`config.mk`:
```
export PLATFORM = sky130hd
export DESIGN_NAME = led_animation_sequencer_core_flat
export DESIGN_NICKNAME = d
export VERILOG_FILES = /design/src/rtl/core/lasc_pkg.sv /design/src/rtl/core/lasc_if.sv /design/src/rtl/core/led_animation_sequencer_core.sv /design/src/flat_wrapper.sv
export VERILOG_INCLUDE_DIRS = /design/src /design/src/rtl/core
export SDC_FILE = /design/constraint.sdc
export NUM_CORES = 1
export LEC_CHECK = 0
export ABC_AREA = 1
export BUFFER_PORTS_ARGS = -buffer_cell sky130_fd_sc_hd__buf_2
export CAP_MARGIN = 0
export CORE_MARGIN = 2
export CORE_UTILIZATION = 25
export CTS_CLUSTER_DIAMETER = 50
export DETAILED_ROUTE_END_ITERATION = 16
export PLACE_DENSITY_LB_ADDON = 0.15
export SLEW_MARGIN = 30
export SYNTH_ARGS = -nofsm -noshare
export SYNTH_HDL_FRONTEND = slang
export SYNTH_SLANG_ARGS = --single-unit
```
`constraint.sdc`:
```
create_clock -name clk -period 6.5 [get_ports clk]
set_input_delay 0.65 -clock clk [delete_from_list [all_inputs] [get_ports clk]]
set_output_delay 0.65 -clock clk [all_outputs]
set_load 0.02 [all_outputs]
```
`src/rtl/core/led_animation_sequencer_core_macros.svh`:
```
// Assertion helpers for the LED animation sequencer core.
`ifndef LED_ANIMATION_SEQUENCER_CORE_MACROS_SVH
`define LED_ANIMATION_SEQUENCER_CORE_MACROS_SVH

// Condition that must hold at every edge outside reset.
`define LASC_ASSERT_ALWAYS(label, clk, rst, expr) \
  label: assert property (@(posedge clk) disable iff (rst) (expr)) \
    else $error("lasc: invariant violated");

// Condition that must hold in the cycle after the trigger.
`define LASC_ASSERT_NEXT(label, clk, rst, ante, cons) \
  label: assert property (@(posedge clk) disable iff (rst) (ante) |=> (cons)) \
    else $error("lasc: follow-up check failed");

`endif

```
`src/rtl/core/lasc_pkg.sv`:
```
`timescale 1ns / 1ps

package lasc_pkg;

  localparam int PERIOD_W   = 16;
  localparam int ROUND_W    = 8;
  localparam int CFG_IDX_W  = 3;
  localparam int CFG_DATA_W = 16;
  localparam int LED_OUT_W  = 8;
  localparam int PHASE_W    = 2;

  typedef logic [PERIOD_W-1:0]   period_t;
  typedef logic [ROUND_W-1:0]    round_t;
  typedef logic [CFG_IDX_W-1:0]  cfg_idx_t;
  typedef logic [CFG_DATA_W-1:0] cfg_data_t;
  typedef logic [LED_OUT_W-1:0]  led_out_t;
  typedef logic [PHASE_W-1:0]    phase_t;

  // Register indexes
  localparam cfg_idx_t REG_STEP_PERIOD  = 3'd0;
  localparam cfg_idx_t REG_BLINK_PERIOD = 3'd1;
  localparam cfg_idx_t REG_PINGPONG_RND = 3'd2;
  localparam cfg_idx_t REG_INOUT_RND    = 3'd3;
  localparam cfg_idx_t REG_BLINK_RND    = 3'd4;

  // Reset values of the registers
  localparam period_t RST_STEP_PERIOD  = 16'd200;
  localparam period_t RST_BLINK_PERIOD = 16'd500;
  localparam round_t  RST_ROUNDS       = 8'd4;

  // Phase codes
  localparam phase_t PHASE_PINGPONG = 2'd0;
  localparam phase_t PHASE_INOUT    = 2'd1;
  localparam phase_t PHASE_BLINK    = 2'd2;

  typedef struct packed {
    period_t step_period;
    period_t blink_period;
    round_t  pingpong_rounds;
    round_t  inout_rounds;
    round_t  blink_rounds;
  } cfg_t;

endpackage

```
`src/rtl/core/lasc_if.sv`:
```
`timescale 1ns / 1ps

// Tick channel: each transaction carries at most one timer tick.
interface lasc_tick_if
  import lasc_pkg::*;
  ();
  logic valid;
  logic ready;
  logic tick;

  modport source (output valid, output tick, input ready);
  modport sink   (input valid, input tick, output ready);
endinterface

// LED channel: mask and phase after each tick transaction.
interface lasc_led_if
  import lasc_pkg::*;
  ();
  logic     valid;
  logic     ready;
  led_out_t led_mask;
  phase_t   phase;

  modport source (output valid, output led_mask, output phase, input ready);
  modport sink   (input valid, input led_mask, input phase, output ready);
endinterface

```
`src/rtl/core/led_animation_sequencer_core.sv`:
```
// Channel   | Dir | Payload                | Notes
// ----------+-----+------------------------+----------------------------------
// tick_ch   | in  | tick (1)               | one transaction per timer tick
// led_ch    | out | led_mask (8), phase(2) | one transaction per tick taken
// cfg       | in  | cfg_index(3), data(16) | write-only, taken when cfg_we high
//
// One tick transaction is taken per clock while tick_ch.ready is high; its
// result is in the output register on the next cycle.
// The whole show step (prescalers, sweeps, blink) is one combinational pass
// between the animation state and the output register.
// tick_ch.ready drops only while a result sits unread and led_ch is stalled.
// rst is synchronous: state registers return to defaults, LEDs off, phase 0.
`timescale 1ns / 1ps

`include "led_animation_sequencer_core_macros.svh"

module led_animation_sequencer_core
  import lasc_pkg::*;
#(
  parameter int LED_COUNT = 8
) (
  input  logic             clk,
  input  logic             rst,
  lasc_tick_if.sink        tick_ch,
  lasc_led_if.source       led_ch,
  input  logic             cfg_we,
  input  cfg_idx_t         cfg_index,
  input  cfg_data_t        cfg_data
);

  // Widths that follow from the LED count
  localparam int POS_W  = $clog2(LED_COUNT);
  localparam int OFF_W  = $clog2(LED_COUNT / 2);
  localparam int MASK_W = (LED_COUNT > LED_OUT_W) ? LED_COUNT : LED_OUT_W;

  localparam logic [POS_W-1:0]  LAST_POS = POS_W'(LED_COUNT - 1);
  localparam logic [POS_W-1:0]  MID_POS  = POS_W'(LED_COUNT / 2 - 1);
  localparam logic [OFF_W-1:0]  MID_OFF  = OFF_W'(LED_COUNT / 2 - 1);
  localparam logic [MASK_W-1:0] ONE_LED  = MASK_W'(1);
  localparam logic [MASK_W-1:0] ALL_LEDS = {MASK_W{1'b1}} >> (MASK_W - LED_COUNT);

  // Configuration registers
  cfg_t cfg;

  // Animation state
  period_t           step_prescale, step_prescale_next;
  period_t           blink_prescale, blink_prescale_next;
  logic [POS_W-1:0]  sweep_position, sweep_position_next;
  logic              sweep_backward, sweep_backward_next;
  round_t            sweep_round_count, sweep_round_count_next;
  logic [OFF_W-1:0]  pair_offset, pair_offset_next;
  logic              pair_backward, pair_backward_next;
  round_t            pair_round_count, pair_round_count_next;
  logic              blink_lit, blink_lit_next;
  round_t            blink_round_count, blink_round_count_next;
  logic              inout_active, inout_active_next;
  logic              blink_active, blink_active_next;
  logic [MASK_W-1:0] mask_register, mask_register_next;

  // Output register
  logic     out_valid;
  led_out_t led_mask_q;
  phase_t   phase_q;

  logic              tick_acc;
  period_t           step_inc, blink_inc;
  logic              step_fire, blink_fire;
  logic [POS_W-1:0]  pos_dec;
  logic [POS_W-1:0]  pos_inc;
  logic [OFF_W-1:0]  off_dec;
  logic [OFF_W-1:0]  off_inc;
  logic [MASK_W-1:0] single_mask, pair_mask;
  phase_t            phase_next;

  // Handshake: output register frees up when empty or being drained
  assign tick_ch.ready   = !out_valid || led_ch.ready;
  assign tick_acc        = tick_ch.valid && tick_ch.ready;
  assign led_ch.valid    = out_valid;
  assign led_ch.led_mask = led_mask_q;
  assign led_ch.phase    = phase_q;

  // Prescalers fire on equality after the increment (wrap at 2^16)
  assign step_inc   = step_prescale + 1'b1;
  assign blink_inc  = blink_prescale + 1'b1;
  assign step_fire  = (step_inc == cfg.step_period);
  assign blink_fire = (blink_inc == cfg.blink_period);

  assign pos_inc = sweep_position + 1'b1;
  assign pos_dec = (sweep_position != '0) ? sweep_position - 1'b1 : sweep_position;
  assign off_inc = pair_offset + 1'b1;
  assign off_dec = (pair_offset != '0) ? pair_offset - 1'b1 : pair_offset;

  // Masks are built from the position held before this step moves it
  assign single_mask = ONE_LED << sweep_position;
  assign pair_mask   = (ONE_LED << (MID_POS - POS_W'(pair_offset)))
                     | (ONE_LED << (MID_POS + POS_W'(pair_offset) + 1'b1));

  always_comb begin
    step_prescale_next     = step_prescale;
    blink_prescale_next    = blink_prescale;
    sweep_position_next    = sweep_position;
    sweep_backward_next    = sweep_backward;
    sweep_round_count_next = sweep_round_count;
    pair_offset_next       = pair_offset;
    pair_backward_next     = pair_backward;
    pair_round_count_next  = pair_round_count;
    blink_lit_next         = blink_lit;
    blink_round_count_next = blink_round_count;
    inout_active_next      = inout_active;
    blink_active_next      = blink_active;
    mask_register_next     = mask_register;

    if (tick_ch.tick) begin
      step_prescale_next  = step_fire ? '0 : step_inc;
      blink_prescale_next = blink_fire ? '0 : blink_inc;

      // Step task: ping-pong first, in-out may follow in the same tick
      if (step_fire && !blink_active) begin
        if (!inout_active) begin
          mask_register_next = single_mask;
          if (sweep_round_count >= cfg.pingpong_rounds) begin
            inout_active_next = 1'b1;
          end else if (!sweep_backward) begin
            sweep_position_next = pos_inc;
            if (pos_inc >= LAST_POS) begin
              sweep_backward_next = 1'b1;
            end
          end else begin
            sweep_position_next = pos_dec;
            if (pos_dec == '0) begin
              sweep_backward_next    = 1'b0;
              sweep_round_count_next = sweep_round_count + 1'b1;
            end
          end
        end
        if (inout_active_next) begin
          mask_register_next = pair_mask;
          if (pair_round_count >= cfg.inout_rounds) begin
            blink_active_next = 1'b1;
          end else if (!pair_backward) begin
            pair_offset_next = off_inc;
            if (off_inc >= MID_OFF) begin
              pair_backward_next = 1'b1;
            end
          end else begin
            pair_offset_next = off_dec;
            if (off_dec == '0) begin
              pair_backward_next    = 1'b0;
              pair_round_count_next = pair_round_count + 1'b1;
            end
          end
        end
      end

      // Blink task sees a blink phase entered earlier in this tick
      if (blink_fire && blink_active_next) begin
        if (blink_round_count >= cfg.blink_rounds) begin
          // Show restarts; mask and positions are kept
          inout_active_next      = 1'b0;
          blink_active_next      = 1'b0;
          sweep_round_count_next = '0;
          pair_round_count_next  = '0;
          blink_round_count_next = '0;
        end else if (!blink_lit) begin
          mask_register_next = ALL_LEDS;
          blink_lit_next     = 1'b1;
        end else begin
          mask_register_next     = '0;
          blink_lit_next         = 1'b0;
          blink_round_count_next = blink_round_count + 1'b1;
        end
      end
    end

    if (blink_active_next) begin
      phase_next = PHASE_BLINK;
    end else if (inout_active_next) begin
      phase_next = PHASE_INOUT;
    end else begin
      phase_next = PHASE_PINGPONG;
    end
  end

  // Configuration writes; unknown indexes are ignored
  always_ff @(posedge clk) begin
    if (rst) begin
      cfg.step_period     <= RST_STEP_PERIOD;
      cfg.blink_period    <= RST_BLINK_PERIOD;
      cfg.pingpong_rounds <= RST_ROUNDS;
      cfg.inout_rounds    <= RST_ROUNDS;
      cfg.blink_rounds    <= RST_ROUNDS;
    end else if (cfg_we) begin
      unique case (cfg_index)
        REG_STEP_PERIOD:  cfg.step_period     <= cfg_data[PERIOD_W-1:0];
        REG_BLINK_PERIOD: cfg.blink_period    <= cfg_data[PERIOD_W-1:0];
        REG_PINGPONG_RND: cfg.pingpong_rounds <= cfg_data[ROUND_W-1:0];
        REG_INOUT_RND:    cfg.inout_rounds    <= cfg_data[ROUND_W-1:0];
        REG_BLINK_RND:    cfg.blink_rounds    <= cfg_data[ROUND_W-1:0];
        default: ;
      endcase
    end
  end

  // State advances only on an accepted tick transaction
  always_ff @(posedge clk) begin
    if (rst) begin
      step_prescale     <= '0;
      blink_prescale    <= '0;
      sweep_position    <= '0;
      sweep_backward    <= 1'b0;
      sweep_round_count <= '0;
      pair_offset       <= '0;
      pair_backward     <= 1'b0;
      pair_round_count  <= '0;
      blink_lit         <= 1'b0;
      blink_round_count <= '0;
      inout_active      <= 1'b0;
      blink_active      <= 1'b0;
      mask_register     <= '0;
    end else if (tick_acc) begin
      step_prescale     <= step_prescale_next;
      blink_prescale    <= blink_prescale_next;
      sweep_position    <= sweep_position_next;
      sweep_backward    <= sweep_backward_next;
      sweep_round_count <= sweep_round_count_next;
      pair_offset       <= pair_offset_next;
      pair_backward     <= pair_backward_next;
      pair_round_count  <= pair_round_count_next;
      blink_lit         <= blink_lit_next;
      blink_round_count <= blink_round_count_next;
      inout_active      <= inout_active_next;
      blink_active      <= blink_active_next;
      mask_register     <= mask_register_next;
    end
  end

  // Output register: loads on accept, clears when drained with nothing new
  always_ff @(posedge clk) begin
    if (rst) begin
      out_valid <= 1'b0;
    end else if (tick_acc) begin
      out_valid <= 1'b1;
    end else if (led_ch.ready) begin
      out_valid <= 1'b0;
    end
  end

  always_ff @(posedge clk) begin
    if (tick_acc) begin
      led_mask_q <= mask_register_next[LED_OUT_W-1:0];
      phase_q    <= phase_next;
    end
  end

  // Checks
  `LASC_ASSERT_ALWAYS(a_blink_within_inout, clk, rst, !blink_active || inout_active)
  `LASC_ASSERT_ALWAYS(a_sweep_pos_range, clk, rst, sweep_position <= LAST_POS)
  `LASC_ASSERT_ALWAYS(a_pair_off_range, clk, rst, pair_offset <= MID_OFF)
  `LASC_ASSERT_NEXT(a_accept_loads_result, clk, rst, tick_acc, out_valid)

endmodule

```
`src/flat_wrapper.sv`:
```
// flat-port wrapper written by rule: the top's interface ports become plain ports
module led_animation_sequencer_core_flat import lasc_pkg::*;
#(
  parameter int LED_COUNT = 8
)
  (clk, rst, cfg_we, cfg_index, cfg_data, tick_ch_valid, tick_ch_tick, tick_ch_ready, led_ch_valid, led_ch_led_mask, led_ch_phase, led_ch_ready);
  lasc_tick_if tick_ch_i ();
  lasc_led_if led_ch_i ();
  input  logic clk;
  input  logic rst;
  input  logic cfg_we;
  input  cfg_idx_t cfg_index;
  input  cfg_data_t cfg_data;
  input wire logic [$bits(tick_ch_i.valid)-1:0] tick_ch_valid;
  input wire logic [$bits(tick_ch_i.tick)-1:0] tick_ch_tick;
  output wire logic [$bits(tick_ch_i.ready)-1:0] tick_ch_ready;
  output wire logic [$bits(led_ch_i.valid)-1:0] led_ch_valid;
  output wire logic [$bits(led_ch_i.led_mask)-1:0] led_ch_led_mask;
  output wire logic [$bits(led_ch_i.phase)-1:0] led_ch_phase;
  input wire logic [$bits(led_ch_i.ready)-1:0] led_ch_ready;
  assign tick_ch_i.valid = tick_ch_valid;
  assign tick_ch_i.tick = tick_ch_tick;
  assign tick_ch_ready = tick_ch_i.ready;
  assign led_ch_valid = led_ch_i.valid;
  assign led_ch_led_mask = led_ch_i.led_mask;
  assign led_ch_phase = led_ch_i.phase;
  assign led_ch_i.ready = led_ch_ready;
  led_animation_sequencer_core #(.LED_COUNT(LED_COUNT)) u_core (.clk(clk), .rst(rst), .tick_ch(tick_ch_i), .led_ch(led_ch_i), .cfg_we(cfg_we), .cfg_index(cfg_index), .cfg_data(cfg_data));
endmodule
```
; ---- Yosys cells after proc, flatten, opt, wreduce, memory -nomap -nowiden
; Index checks and enable logic that the tools add are counted.
[word_totals]
wordCells = 129
input_bits = 25
output_inout_bits = 12
ff_bits = 141
[op_classes]
eq_ne = 6
shifts = 3
reduce_logical = 23
add_sub_neg = 12
n_lt_le_gt_ge = 5
n_mux = 54
n_bitwise = 5
[ops]
columns = op, count
row1 = 8-bit 2-to-1 mux, 23
row2 = 16-bit by 1-bit adder with 16-bit output (second input constant), 2
row3 = 16-bit equality test, 2
row4 = 16-bit 2-to-1 mux, 2
row5 = 1-bit 2-to-1 mux, 25
row6 = 8-bit by 1-bit adder with 8-bit output (second input constant), 3
row7 = 8-bit >= comparator, 3
row8 = 1-bit by 3-bit left shift with 8-bit output (first input constant), 3
row9 = 2-bit AND reduction, 6
row10 = 5-bit AND reduction, 2
row11 = 8-bit bitwise OR, 1
row12 = 4-bit AND reduction, 2
row13 = 3-bit by 1-bit adder with 3-bit output (second input constant), 2
row14 = 3-bit by 2-bit equality test with 1-bit output (second input constant), 2
row15 = 3-bit zero test, 2
row16 = 3-bit 2-to-1 mux, 2
row17 = 2-bit nonzero test, 3
row18 = 2-bit 2-to-1 mux, 2
row19 = 1-bit inverter, 4
row20 = 2-bit by 2-bit adder with 3-bit output (first input constant), 1
row21 = 3-bit by 1-bit equality test with 1-bit output (second input constant), 1
row22 = 3-bit equality test (second input constant), 1
row23 = 3-bit >= comparator (second input constant), 1
row24 = 1-bit logical AND, 3
row25 = 9 further kinds, 10

; ---- Depth between registers and ports, before layout
[logic_depth]
depth_word = 12
ltp_mapped = 20
depth_no_buf = 20

; ---- Least setup slack after synthesis
; No wires, ideal clock.
[synth_path]
path_kind = register to register
startpoint = reg u_core.step_prescale[0]
endpoint = reg u_core.led_mask_q[1], in the netlist u_core.led_ch.led_mask[1], data pin
n_path_buf = 2
t_required_ns = 6.246
setup_ns = 0.254
slack_ns = 4.129
synth_period_minus_slack_ns = 2.371
path_stages_with_launch = 21
arrival_ns = 2.118
cell_sequence = dfxtp_1 -> ha_1 -> nand2_1 -> nor2_4 -> nand2_1 -> nand2_1 -> nand2_1 -> nand2_1 -> nand2_1 -> nor2_1 -> nand3_1 -> nor2_1 -> nand2_1 -> nor2_4 -> buf_6 -> buf_6 -> o21ai_0 -> nand2_1 -> nand2_1 -> nand2_1 -> o21ai_2
[synth_between]
elab_chain_cells = 8
elab_cells_between_ends = 10
classes_between = 1 x add/sub / 1 x eq/ne / 6 x mux / 2 x reduce/logical
[synth_rtl]
columns = element, line
row1 = "start, declared", led_animation_sequencer_core.sv:46  ; period_t step_prescale, step_prescale_next;
row2 = "start signal, assigned", led_animation_sequencer_core.sv:221  ; step_prescale <= step_prescale_next;
row3 = 16-bit by 1-bit adder with 16-bit output *, led_animation_sequencer_core.sv:83  ; assign step_inc = step_prescale + 1'b1;
row4 = 16-bit equality test *, led_animation_sequencer_core.sv:85  ; assign step_fire = (step_inc == cfg.step_period);
row5 = 1-bit logical AND *, led_animation_sequencer_core.sv:118  ; if (step_fire && !blink_active) begin
row6 = 1-bit 2-to-1 mux, led_animation_sequencer_core.sv:118
row7 = 1-bit 2-to-1 mux, led_animation_sequencer_core.sv:113  ; if (tick_ch.tick) begin
row8 = 1-bit logical AND, led_animation_sequencer_core.sv:156  ; if (blink_fire && blink_active_next) begin
row9 = 8-bit 2-to-1 mux *, led_animation_sequencer_core.sv:156
row10 = 8-bit 2-to-1 mux *, led_animation_sequencer_core.sv:113
row11 = via u_core.mask_register_next[1], led_animation_sequencer_core.sv:58  ; logic [MASK_W-1:0] mask_register, mask_register_next;
row12 = "end signal, assigned", led_animation_sequencer_core.sv:250  ; led_mask_q <= mask_register_next[LED_OUT_W-1:0];
row13 = "end, declared", led_animation_sequencer_core.sv:62  ; led_out_t led_mask_q;
; Mark *: on every way through the listed nets, which the timed path passes. The rest lies on a longest branch. The select of a mux whose other input is x is not followed.
; A chain may end at the register's enable or synchronous reset.

; ---- Worst setup path in the final report
[layout_path]
startpoint = reg u_core.sweep_round_count[5]
endpoint = reg u_core.led_mask_q[2], in the netlist u_core.led_ch.led_mask[2], data pin
[layout_between]
elab_chain_cells = 11
elab_cells_between_ends = 14
classes_between = 1 x order compare / 12 x mux / 1 x reduce/logical
[layout_rtl]
columns = element, line
row1 = "start, declared", led_animation_sequencer_core.sv:50  ; round_t sweep_round_count, sweep_round_count_next;
row2 = "start signal, assigned", led_animation_sequencer_core.sv:225  ; sweep_round_count <= sweep_round_count_next;
row3 = 8-bit >= comparator *, led_animation_sequencer_core.sv:121  ; if (sweep_round_count >= cfg.pingpong_rounds) begin
row4 = 1-bit 2-to-1 mux *, led_animation_sequencer_core.sv:121
row5 = 1-bit 2-to-1 mux *, led_animation_sequencer_core.sv:119  ; if (!inout_active) begin
row6 = 1-bit 2-to-1 mux *, led_animation_sequencer_core.sv:118
row7 = 1-bit 2-to-1 mux *, led_animation_sequencer_core.sv:113
row8 = 1-bit 2-to-1 mux, led_animation_sequencer_core.sv:136  ; if (inout_active_next) begin
row9 = 1-bit 2-to-1 mux, led_animation_sequencer_core.sv:118
row10 = 1-bit 2-to-1 mux, led_animation_sequencer_core.sv:113
row11 = 1-bit logical AND, led_animation_sequencer_core.sv:156
row12 = 8-bit 2-to-1 mux *, led_animation_sequencer_core.sv:156
row13 = 8-bit 2-to-1 mux *, led_animation_sequencer_core.sv:113
row14 = via u_core.mask_register_next[2], led_animation_sequencer_core.sv:58
; Marks and branches as above.

==> run summary <==
Status - finished, final reports clean
First-pass GRT wire length - 43100 µm
#FFs+latches synth - 141
Post-synthesis sequential area ratio - 33.1%
WP data arrival - 3.54 ns
Least-Margin Pin Slew - 0.850 ns
Worst R2R Path Depth - 15
Root Driver - clkbuf_16
RSZ-0062 raised after global routing - false
Cell Area, Synth - 8840 µm²
Total Neg Setup Slack - 0 ns
Site Rows - 68
Wire per inst - 14.2 µm
Antenna-violating nets left - 0
Fin crit share - 52.0%
Hold buffer count at cts - 0
Largest net degree at the start of global routing - 65
Vias per cell - 4.50
Most frequent cells in the layout - 444 x nand2_1, 165 x inv_1, 131 x dfxtp_1, 110 x a21oi_1, 109 x nor2_1
CP Max Fanout - 22
WHS Path Cells - 3
Vias in the first global route - 7828
CTS Buf Count - 17
Worst EP required - 6.66 ns
Distinct cells, synth - 38
Clock sink count - 141
Worst Hold Class - in -> reg
Avg Cell Area, Syn - 6.38 µm²
PD cells - 212 nW/µm²
Inserted Diodes - 0
FMAX - 296 MHz
Final Net Count - 1466
Static leakage - 4.23 nW
Post-CTS sizing - 0
GRT Overall Usage - 15.0%
Clk_skew - 0.0138 ns
Hold Slack - 0.450 ns
Slew Viols, Final - 0
DR vias - 8415
Synthesis Warnings - 0
Area Overhead vs Synth - 13.8%
Reg clk slew, reported paths - 0.07 ns
Die Y - 192 µm
Post-Route WL - 26500 µm
Critical Path Sink Type - register
DR iter-0 viols - 450
DRC violations left - 0
CTS tree - built
Initial antenna violation count - 0
Slew Limit Headroom - 43.3%
Core area - 34700 µm²
Clock Latency Late Sink - 0.44 ns
Gate Count Post-Synth - 1384
Final Critical Period - 3.38 ns
Die Wd - 192 µm
Hold Vio Cnt, Final - 0
Port bufs - 36
Number of max-cap violations - 0
H-tree lvl count - 4
Post-DP HPWL - 18900 µm
Grt ovf - 0
Critical Path Source Type - register
Number of detailed-route iterations in the first pass - 5
Setup Buffers After CTS - 0
# IOs - 37
Syn Nets - 1450
Starting Density - 25.5%
VDD IR-drop max - 0.000160 V
RePlAce Congestion - 0.782
Kind of critical path - reg -> reg
CTS Buffer Depth - 2
Final core utilization - 29.0%
Die area - 36900 µm²
# setup viols final - 0
Fraction of layout cells with a size suffix above 1 - 8.00%
Commonest non-fill, non-tap cell in the layout - nand2_1
==> cell type report <==
cell class | instances | area [µm²]
flip-flops and latches | 141 | 2920
clock inverters | 10 | 123
repair buffers | 41 | 218
inverters | 170 | 639
multi-input cells | 1029 | 5080
well taps | 455 | 569
fillers | 3903 | 24700
clock buffers | 22 | 507
==> flip-flops by register name, indices dropped and copies added (netlist names), 2 cells and up <==
register and count:
u_core.led_ch.phase 2, u_core.pair_offset 2, u_core.blink_prescale 16, u_core.step_prescale 16, u_core.sweep_position 3, u_core.mask_register 8
u_core.pair_round_count 8, u_core.blink_round_count 8, u_core.cfg 56, u_core.sweep_round_count 8, u_core.led_ch.led_mask 8
==> through the flow <==
step / area [µm²] / power [mW] / instances / setup WS, ns
after global placement: 9430 / 1.09 / 1836 / 3.04
final: 10100 / 2.13 / 1868 / 3.12
after floorplan: 8840 / 1.03 / 1384 / 4.13
after global routing: 10100 / 2.22 / 1868 / 2.67
after detailed placement: 9430 / 1.09 / 1836 / 3.04
after CTS: 10100 / 2.17 / 1868 / 3.01
==> Yosys cell counts (all sizes together) <==
cell type	count	share of area (%)
nand3	109	6.4
nand4	26	2.0
o21bai	4	0.47
nor3b	1	0.14
a21oi	110	6.2
edfxtp	10	3.4
xor2	14	1.4
nand3b	5	0.42
nor3	12	0.74
or2	4	0.28
ha	41	5.8
dfxtp	131	30
xnor2	7	0.69
nand2	449	19
clkbuf	36	1.5
clkinv	3	0.14
nor2	125	6.2
a211oi	2	0.17
buf	8	0.69
o211ai	9	0.76
o21ai	109	6.3
inv	167	7.1
o21a	2	0.17
==> kinds of logic after synthesis <==
family                   count (synthesis)  share of synthesized area, %
adder cells (fa/ha/maj)                 41                          5.81
buffers and inverters                  214                          9.46
flip-flops                             141                          33.1
AND/OR/NAND/NOR                        731                          35.5
XOR/XNOR                                21                          2.08
AO/OA/AOI/OAI                          236                          14.1
==> path summary, 6_finish.rpt <==
path                                                          startpoint                             endpoint  slack, ns
worst max-delay path            u_core.sweep_round_count[5]$_SDFFE_PP0P_  u_core.led_ch.led_mask[2]$_DFFE_PP_       3.12
worst min-delay path                                         cfg_data[8]          u_core.cfg[32]$_SDFFE_PP1P_       0.45
worst max register to register  u_core.sweep_round_count[5]$_SDFFE_PP0P_  u_core.led_ch.led_mask[2]$_DFFE_PP_       3.12
worst min register to register                u_core.cfg[7]$_SDFFE_PP0P_           u_core.cfg[7]$_SDFFE_PP0P_       0.46
==> critical path, cell delays in order, from the launching register on <==
cell,delay (ns)
dfxtp_1,0.47
ha_1,0.29
a21oi_1,0.12
o21ai_0,0.09
a21oi_1,0.19
nand3_1,0.62
nand2_1,0.23
inv_1,0.06
nand3_1,0.13
nand2_2,0.16
nand3_4,0.22
clkinv_2,0.11
nand2_4,0.16
nand2_1,0.07
nand2_1,0.06
o21ai_0,0.09
==> per-layer routing <==
layer  vias up  wire [µm]  GRT usage (%)
li1       4484          -              -
met1      3791      13700           21.0
met2       117      11600           23.8
met3        23        807           2.47
met4         0        378           4.23
met5         -          0              0
==> power by group <==
| part | leakage [nW] | switching [mW] | internal (mW) | total (mW) |
|---|---|---|---|---|
| logic | 2.76 | 0.119 | 0.0446 | 0.164 |
| clock network | 0.308 | 0.424 | 0.637 | 1.06 |
| registers | 1.16 | 0.0102 | 0.897 | 0.908 |
(Power assumes the default switching activity.)
